## src/rtl/hbds_pkg.sv

```systemverilog
// Package for the hash bucket block: FSM state codes, opcodes, register
// indexes and the per-cell control struct. No dependencies.
`default_nettype none
package hbds_pkg;

  localparam int CNT_W  = 5;
  localparam int WORD_W = 64;

  localparam logic [1:0] FUNC_LOOKUP = 2'd0;
  localparam logic [1:0] FUNC_INSERT = 2'd1;
  localparam logic [1:0] FUNC_SPLIT  = 2'd2;

  localparam logic REG_TUPLE_WORDS = 1'b0;
  localparam logic REG_CAPACITY    = 1'b1;

  typedef enum logic [2:0] {
    S_IDLE,
    S_LOOK,
    S_COUNT,
    S_SPLIT,
    S_EMIT
  } state_t;

  typedef struct packed {
    logic en;
    logic sel_alt;
  } cell_ctl_t;

endpackage
`default_nettype wire

```

## src/rtl/hbds_cell.sv

```systemverilog
// One cell of the entry chain: holds a hash and its tuple words.
// Depends on hbds_pkg for the cell control struct.
`default_nettype none
module hbds_cell
  import hbds_pkg::*;
#(
  parameter int EW = 320
) (
  input  wire logic      clk,
  input  wire cell_ctl_t ctl,
  input  wire [EW-1:0]   nbr,
  input  wire [EW-1:0]   alt,
  output logic [EW-1:0]  q
);

  logic [EW-1:0] ent_r;

  // Each step a cell takes its neighbor's entry, or the shared bus when it
  // is the slot being written.
  always_ff @(posedge clk) begin
    if (ctl.en) begin
      ent_r <= ctl.sel_alt ? alt : nbr;
    end
  end

  assign q = ent_r;

endmodule
`default_nettype wire

```

## config.mk

```make
export PLATFORM = sky130hd
export DESIGN_NAME = hbds_cell
export DESIGN_NICKNAME = d
export VERILOG_FILES = /design/src/rtl/hbds_pkg.sv /design/src/rtl/hbds_cell.sv
export SDC_FILE = /design/constraint.sdc
export NUM_CORES = 1
export LEC_CHECK = 0
export BUFFER_PORTS_ARGS = -buffer_cell sky130_fd_sc_hd__buf_2
export CORE_AREA = 2 2 380 382
export DETAILED_ROUTE_END_ITERATION = 7
export DIE_AREA = 0 0 382 384
export GPL_TIMING_DRIVEN = 0
export PLACE_DENSITY_LB_ADDON = 0.12
export SETUP_SLACK_MARGIN = 0.15
export SLEW_MARGIN = 15
export SYNTH_ARGS = -nofsm -noshare
export SYNTH_HDL_FRONTEND = slang
export SYNTH_SLANG_ARGS = --single-unit
```

## constraint.sdc

```tcl
create_clock -name clk -period 1 [get_ports clk]
set_input_delay 0 -clock clk [delete_from_list [all_inputs] [get_ports clk]]
set_output_delay 0 -clock clk [all_outputs]
set_load 0.05 [all_outputs]
```

==> Yosys cells after proc, flatten, opt, wreduce, memory -nomap -nowiden <==
Index checks and enable logic that the tools add are counted.
{ "classes": {"mux": 1} }
{ "ops": {"columns": ["op", "count"], "rows": [
  ["two-way mux 320 bit", 1]
]} }
{ "word_totals": {"ff_bits": 320, "in_bits": 643, "output_inout_bits": 320, "elab_cells": 2} }

==> Depth between registers and ports, before layout <==
Gate-level depths: netlist (run 1).
{ "depth": {"depth_word": 1, "mapped_depth": 4} }

==> Worst setup path before layout (run 1) <==
OpenSTA, ideal clock, no wires.
{ "synth_path": {"path_type": "input to register", "start": "input port ctl[0] in the netlist's numbering", "end": "register ent_r[100] (netlist: q[100]) (data pin)", "setup_ps": 260, "arrival_ps": 716, "t_required_ps": 740, "setup_slack_ps": 24, "stages": 4, "path_cell_list": "buf_6 > buf_12 > buf_12 > mux2_4"} }
{ "synth_via": {"elab_chain_len": 1} }
{ "synth_lines": {"columns": ["item", "line_no", "text"], "rows": [
  ["start: declaration", "hbds_cell.sv:10", "input wire cell_ctl_t ctl,"],
  ["two-way mux 320 bit", "hbds_cell.sv:22", "ent_r <= ctl.sel_alt ? alt : nbr;"],
  ["end signal: assignment", "hbds_cell.sv:22", null],
  ["end: declaration", "hbds_cell.sv:16", "logic [EW-1:0] ent_r;"]
]} }
No other way between the ends.
A chain may end at the register's enable or synchronous reset.

==> Final worst setup path (run 1) <==
{ "layout_path": {"start": "register ent_r[6] (netlist: q[6])", "end": "output port q[6]"} }
{ "layout_rtl": {"columns": ["item", "line_no", "text"], "rows": [
  ["end: declaration", "hbds_cell.sv:13", "output logic [EW-1:0] q"]
]} }
No word-level cell between the ends.

==> flow_metrics.tcl, run 1 <==
set metrics [dict create \
    path_max_fanout 1 \
    violations "negative hold slack, negative setup slack" \
    timing.slew.headroom_pct 58.3 \
    worst-path-stages 1 \
    die_h_um 384 \
    io_pins 963 \
    mostFrequentLayoutCell "buf_2" \
    drt_iter0_drc 265 \
    power_w 0.0472 \
    syn_avg_cell_area_um2 22.2 \
    setup_ws_ps -281 \
    p_comb_share_pct 28.9 \
    hold_path.class "in2reg" \
    cp_slowest_cell "edfxtp_1" \
    cts_tree "built" \
    cts_hold_buf 640 \
    syn_nets 1319 \
    routed_wl_um 72300 \
    cts_setup_buffers 0 \
    drt-pass1-iter-count 4 \
    port_buffers 961 \
    worstMarginPinSlew_ps 625 \
    synth_area_leaders "edfxtp_1 (64%), mux2_4 (30%), buf_12 (4.4%)" \
    fill_cells 15200 \
    p_clk_share_pct 35.3 \
    crit_type "reg2out" \
    cp.arrival_ps 1280 \
    p_switching_w 0.0144 \
    clockBufferDepth 3 \
    worst-path-buf-inv 1 \
    place_ws_ps -927 \
    yosysSeqAreaShare_pct 64.0 \
    fin_cells 4276 \
    hold_viol 61 \
    ys_ff_latch 320 \
    design_area_um2 32300 \
    via_per_inst 2.98 \
    fin_nets 2975 \
    antenna_found_initial 2 \
    synth_top_area_share_pct 64.0 \
    remaining_drc_errors 0 \
    dp_hpwl_um 56300 \
    powerDensity_nw_per_um2 1460 \
    p_leak_nw 13.9 \
    p_sw_share_pct 30.6 \
    whs_ps -196 \
    crit_chain "buf_6" \
    first_global_vias 14700 \
    area_growth_pct 115 \
    yosysWarnings 0 \
    core-area_um2 143000 \
    largest_reg_flops 320 \
    critical_path.max_stage_delay_ps 450 \
    setup_viol 320 \
    place_area_um2 22300 \
    required_ps 1000 \
    placedCellCount 3543 \
    overflow 0 \
    crit_path_end_kind "output pin" \
    grt_pass1_wl_um 99500 \
    peakVddDrop_v 0.00110 \
    drive_above_1_share_pct 58.5 \
    layout_common_cells "buf_2 (642), dlygate4sd3_1 (640), buf_6 (320), edfxtp_1 (320), mux2_4 (300)" \
    min_period_ps 1280 \
    synthCells 676 \
    numCtsBuffers 48 \
    clkSinkCount 320 \
    drv_cap 0 \
    yosysTopAreaCell "edfxtp_1" \
    detail-route-antenna-nets 0 \
    gp_congestion 0.847 \
    min_path_cells 1 \
    wl_per_cell_um 16.9 \
    vias 12800 \
    die_width_um 382 \
    ctsRootBufferMaster "clkbuf_16" \
    seq_power_share_pct 35.7 \
    start_util_pct 10.5 \
    setup_tns_ps -49200 \
    intPower_w 0.0327 \
    fin_crit_sh_pct 128 \
    max_clock_freq_mhz 780 \
    cts_max_level 2 \
    finalMaxSlewViolations 0 \
    grt_setup_unrepaired "yes" \
    die_area_um2 147000 \
    yosys.cell_types.count 6 \
    worst_setup_path_start_kind "register" \
    cpLargestDelayFamily "flip-flops" \
    clk_pin_slew_ps 60 \
    row_count 139 \
    status "finished with violations" \
    synth_area_um2 15000 \
    grt_start_max_net_pins 91 \
    track_usage_pct 9.39 \
]
## synthesized netlist by cell type
master	count
mux2_2	20
buf_6	1
mux2_4	300
buf_12	33
buf_2	2
edfxtp_1	320
## power groups by stage
stage | logic, W | registers (W) | clock network, W
final | 0.0136 | 0.0169 | 0.0167
after global placement | 0.0103 | 0.0170 | 0
after CTS | 0.0139 | 0.0169 | 0.0177
after global routing | 0.0143 | 0.0170 | 0.0180
after detailed placement | 0.0103 | 0.0168 | 0
after floorplan | 0.00221 | 0.0212 | 0
## per-layer routing
layer	GRT usage, %	wire length (um)	vias up	share of wire [%]
met5	0	0	-	0
met4	3.72	2620	0	3.6
met3	2.93	5170	108	7.1
met2	17.5	38200	571	53
met1	9.74	26400	6057	36
li1	-	-	6016	-
## per-stage QoR
step,util [%],hold WS (ps)
floorplan,-,112
global placement,15.6,301
detailed placement,15.6,303
CTS,22.6,-240
global route,22.6,-227
finish,22.6,-196
## worst paths after layout
kind / from / endpoint
min: ctl[1] / q[150]
max: q[6] / q[6]
## logic make-up (layout without fill, tap and decap cells)
logic type	after synthesis	count (layout)	share of synthesized area, %
DFF	320	320	64.0
buffers and inverters	36	1730	4.54
muxes	320	320	31.5
other	0	3	0
## area by class of cell
class,count,area (um2),area share (%)
Multi-Input combinational cell,320,4730,14.6
Clock buffer,62,1270,3.95
Timing Repair Buffer,1606,13400,41.4
Clock inverter,26,224,0.693
Tap cell,1903,2380,7.37
Buffer,36,691,2.14
Antenna cell,3,7.51,0.0232
Sequential cell,320,9610,29.8
## what timing repair did
action,CTS,global route
pin swaps,0,0
hold endpoints to repair,381,61
endpoints found under the setup margin,403,361
gates cloned,2,0
gates resized for setup,642,1
Power figures use the tool's default switching activity.
==> run 2, diff against run 1 <==
--- a/config.mk
+++ b/config.mk
@@ -6,10 +6,11 @@
 export NUM_CORES = 1
 export LEC_CHECK = 0
 export BUFFER_PORTS_ARGS = -buffer_cell sky130_fd_sc_hd__buf_2
-export CORE_AREA = 2 2 380 382
+export CELL_PAD_IN_SITES_DETAIL_PLACEMENT = 0
+export CELL_PAD_IN_SITES_GLOBAL_PLACEMENT = 1
+export CORE_AREA = 2 2 373 375
 export DETAILED_ROUTE_END_ITERATION = 7
-export DIE_AREA = 0 0 382 384
-export GPL_TIMING_DRIVEN = 0
+export DIE_AREA = 0 0 375 377
 export PLACE_DENSITY_LB_ADDON = 0.12
 export SETUP_SLACK_MARGIN = 0.15
 export SLEW_MARGIN = 15
==> flow_metrics.tcl, run 2 (synthesized netlist as in run 1, its figures left out) <==
set metrics [dict create \
    remaining_drc_errors 0 \
    cts_tree "built" \
    ctsRootBufferMaster "clkbuf_16" \
    place_area_um2 22200 \
    clkSinkCount 320 \
    via_per_inst 3.04 \
    worstMarginPinSlew_ps 599 \
    cp_slowest_cell "edfxtp_1" \
    crit_path_end_kind "output pin" \
    area_growth_pct 114 \
    routed_wl_um 72800 \
    power_w 0.0466 \
    mostFrequentLayoutCell "dlygate4sd3_1" \
    min_path_cells 3 \
    cpLargestDelayFamily "flip-flops" \
    overflow 0 \
    worst_setup_path_start_kind "register" \
    min_period_ps 1310 \
    grt_pass1_wl_um 99800 \
    critical_path.max_stage_delay_ps 410 \
    die_width_um 375 \
    cts_max_level 2 \
    drt-pass1-iter-count 4 \
    setup_ws_ps -306 \
    required_ps 1000 \
    die_h_um 377 \
    detail-route-antenna-nets 0 \
    max_clock_freq_mhz 766 \
    violations "negative setup slack" \
    hold_viol 0 \
    fin_crit_sh_pct 131 \
    grt_setup_unrepaired "yes" \
    worst-path-buf-inv 2 \
    port_buffers 962 \
    wl_per_cell_um 17.4 \
    die_area_um2 141000 \
    drive_above_1_share_pct 58.8 \
    fin_cells 4197 \
    timing.slew.headroom_pct 60.0 \
    clockBufferDepth 3 \
    io_pins 963 \
    hold_path.class "in2reg" \
    powerDensity_nw_per_um2 1450 \
    peakVddDrop_v 0.00114 \
    cts_setup_buffers 0 \
    setup_viol 610 \
    p_leak_nw 13.9 \
    numCtsBuffers 47 \
    finalMaxSlewViolations 0 \
    cp.arrival_ps 1310 \
    antenna_found_initial 5 \
    vias 12800 \
    core-area_um2 137000 \
    grt_start_max_net_pins 36 \
    start_util_pct 11.0 \
    track_usage_pct 9.80 \
    row_count 136 \
    final_util_pct 23.4 \
    crit_type "reg2out" \
    cp-startpoint "q[182]" \
    dp_hpwl_um 58200 \
    layout_common_cells "dlygate4sd3_1 (642), buf_2 (640), edfxtp_1 (320)" \
    drt_iter0_drc 339 \
    design_area_um2 32100 \
    status "finished with violations" \
    cpMostUsedCell "buf_12" \
    placedCellCount 3464 \
    gp_congestion 0.782 \
    largest_reg_flops 320 \
    endpoint "q[182]" \
    crit_chain "buf_12 > buf_12" \
    clk_pin_slew_ps 60 \
    worst-path-stages 2 \
    fin_nets 3004 \
    first_global_vias 14600 \
    drv_cap 0 \
    path_max_fanout 1 \
]
==> run 2: worst min-delay path: cells and delay by family <==
kind,cells,cell delay [ps]
buf+inv,2,300
mux,1,170
==> run 2: worst min path at each step <==
stage	from	to	slack [ps]
2_1_floorplan	ctl[1]	q[0]	110
3_3_place_gp	alt[183]	q[183]	300
3_5_place_dp	alt[142]	q[142]	300
4_1_cts	ctl[0]	q[12]	-50
5_1_grt	ctl[0]	q[12]	-30
6_report	ctl[0]	q[12]	10
==> run 2: where the power goes <==
part / leakage, nW / total (W) / internal [W] / switching [W]
Sequential: 3.13 / 0.0169 / 0.0163 / 0.000615
Clock: 0.697 / 0.0162 / 0.00942 / 0.00674
Combinational: 10.1 / 0.0135 / 0.00649 / 0.00705
==> run 2: what timing repair did <==
| item | in CTS | in global routing |
|---|---|---|
| endpoints found under the hold margin | 429 | 53 |
| hold buffers | 641 | 2 |
| gates resized for setup | 642 | 0 |
| setup endpoints to repair | 320 | 640 |
==> run 2: routing by layer <==
| metal | track usage, % | share of wire [%] |
|---|---|---|
| met5 | 0 | 0 |
| met4 | 3.12 | 2.5 |
| met3 | 3.07 | 7.2 |
| met2 | 19.0 | 55 |
| met1 | 9.80 | 35 |
==> run 2: metrics by stage <==
| step | setup TNS, ps | hold WS [ps] | worst slack (ps) |
|---|---|---|---|
| 6_report | -97660 | 12.7 | -306 |
| 4_1_cts | -164330 | -53.3 | -418 |
| 2_1_floorplan | 0 | 112 | 44.4 |
| 3_5_place_dp | -46610 | 303 | -230 |
| 5_1_grt | -142680 | -26.1 | -400 |
| 3_3_place_gp | -44430 | 300 | -213 |
==> run 2: layout make-up <==
type / instances / area (um2)
Fill cell: 14600 / 105000
Timing Repair Buffer: 1672 / 14000
Sequential cell: 320 / 9610
Multi-Input combinational cell: 320 / 4730
Tap cell: 1794 / 2240
Clock buffer: 63 / 1280
Clock inverter: 24 / 159
Antenna cell: 4 / 10.0
==> run 3, diff against run 2 <==
--- a/config.mk
+++ b/config.mk
@@ -11,7 +11,7 @@
 export CORE_AREA = 2 2 373 375
 export DETAILED_ROUTE_END_ITERATION = 7
 export DIE_AREA = 0 0 375 377
-export PLACE_DENSITY_LB_ADDON = 0.12
+export PLACE_DENSITY_LB_ADDON = 0.15
 export SETUP_SLACK_MARGIN = 0.15
 export SLEW_MARGIN = 15
 export SYNTH_ARGS = -nofsm -noshare
==> flow_metrics.tcl, run 3 (synthesized netlist as in run 1, its figures left out) <==
set metrics [dict create \
    wl_per_cell_um 16.5 \
    via_per_inst 3.07 \
    timing.slew.headroom_pct 80.2 \
    cts_tree "built" \
    antenna_found_initial 2 \
    critical_path.max_stage_delay_ps 490 \
    path_max_fanout 1 \
    worstMarginPinSlew_ps 297 \
    cts_setup_buffers 0 \
    fin_cells 4182 \
    min_path_cells 3 \
    drive_above_1_share_pct 58.7 \
    dp_hpwl_um 54700 \
    port_buffers 962 \
    clkSinkCount 320 \
    status "finished with violations" \
    min_period_ps 1300 \
    drv_cap 0 \
    p_comb_share_pct 29.5 \
    die_area_um2 141000 \
    multi_input_area_um2 4730 \
    gp_congestion 0.784 \
    grt_setup_unrepaired "yes" \
    layout_common_cells "dlygate4sd3_1 (642), buf_2 (640), edfxtp_1 (320)" \
    area_growth_pct 113 \
    grt_start_max_net_pins 42 \
    p_switching_w 0.0140 \
    io_pins 963 \
    numCtsBuffers 46 \
    overflow 0 \
    largest_reg_flops 320 \
    mostFrequentLayoutCell "dlygate4sd3_1" \
    p_clk_share_pct 33.4 \
    cts_max_level 2 \
    violations "negative setup slack" \
    intPower_w 0.0316 \
    max_clock_freq_mhz 771 \
    fill_cells 14500 \
    hold_viol 0 \
    worst-path-stages 1 \
    setup_viol 363 \
    worst-path-buf-inv 1 \
    peakVddDrop_v 0.000945 \
    seq_power_share_pct 37.1 \
    setup_ws_ps -297 \
    powerDensity_nw_per_um2 1430 \
    fin_nets 2997 \
    drt-pass1-iter-count 5 \
    required_ps 1000 \
    whs_ps 29.0 \
    vias 12800 \
    worst_setup_path_start_kind "register" \
    die_h_um 377 \
    crit_type "reg2out" \
    crit_chain "buf_6" \
    first_global_vias 14700 \
    placedCellCount 3458 \
    drt_iter0_drc 240 \
    cp_slowest_cell "edfxtp_1" \
    place_ws_ps -236 \
    row_count 136 \
    ctsRootBufferMaster "clkbuf_16" \
    remaining_drc_errors 0 \
    track_usage_pct 9.24 \
    p_sw_share_pct 30.8 \
    crit_path_end_kind "output pin" \
    start_util_pct 11.0 \
    setup_tns_ps -47580 \
    routed_wl_um 68900 \
    hold_path.class "in2reg" \
    grt_pass1_wl_um 96600 \
    fin_crit_sh_pct 130 \
    clk_pin_slew_ps 60 \
    clockBufferDepth 3 \
    cpLargestDelayFamily "flip-flops" \
    p_leak_nw 13.9 \
    finalMaxSlewViolations 0 \
    core-area_um2 137000 \
    cp.arrival_ps 1300 \
    detail-route-antenna-nets 0 \
    regArea_um2 9610 \
    die_width_um 375 \
]
[run 3: cell count changes in the layout (fill, tap and decap cells not counted)]
cell,change
buf_4,-8
clkinv_2,-3
buf_12,+2
bufinv_16,-2
clkbuf_1,-2
clkinv_1,-1
clkinv_4,+1
clkinvlp_4,-1
diode_2,-1
[run 3: layout make-up]
type | count | share of cell area (%)
Sequential cell | 320 | 30.1
Antenna cell | 3 | 0.0235
Timing Repair Buffer | 1666 | 43.9
Tap cell | 1794 | 7.02
Clock inverter | 18 | 0.254
Clock buffer | 61 | 3.98
Multi-Input combinational cell | 320 | 14.8
[run 3: what timing repair did]
item / in CTS / in global routing
hold buffers: 642 / 1
endpoints found under the hold margin: 383 / 36
gates resized for setup: 636 / 1
setup endpoints to repair: 320 / 607
[run 3: power by group through the flow]
stage,clock network [W],registers [W],logic (W)
after floorplan,0,0.0212,0.00221
after global placement,0,0.0169,0.0101
after detailed placement,0,0.0169,0.0101
after CTS,0.0161,0.0169,0.0137
after global routing,0.0165,0.0170,0.0141
final,0.0152,0.0169,0.0135
[run 3: path summary, 6_finish.rpt]
path,start,endpoint
max,q[14],q[14]
min,ctl[0],q[188]
[run 3: metrics by stage]
step / util (%) / area, um2 / total power (W)
after detailed placement: 16.2 / 22200 / 0.0270
final: 23.3 / 32000 / 0.0456
after floorplan: - / 15000 / 0.0234
after CTS: 23.3 / 32000 / 0.0468
after global routing: 23.3 / 32000 / 0.0476
after global placement: 16.2 / 22200 / 0.0270
[run 3: metal layers]
metal | wire length, um | up-vias | share of wire (%) | GRT usage (%)
met4 | 1820 | 0 | 2.6 | 2.86
met2 | 35900 | 541 | 52 | 17.1
met5 | 0 | - | 0 | 0
li1 | - | 6046 | - | -
met3 | 5790 | 82 | 8.4 | 3.43
met1 | 25400 | 6166 | 37 | 9.66
[run 3: worst min-delay path, stage by stage]
cell and delay, ps:
buf_8 110, buf_12 160, mux2_4 220
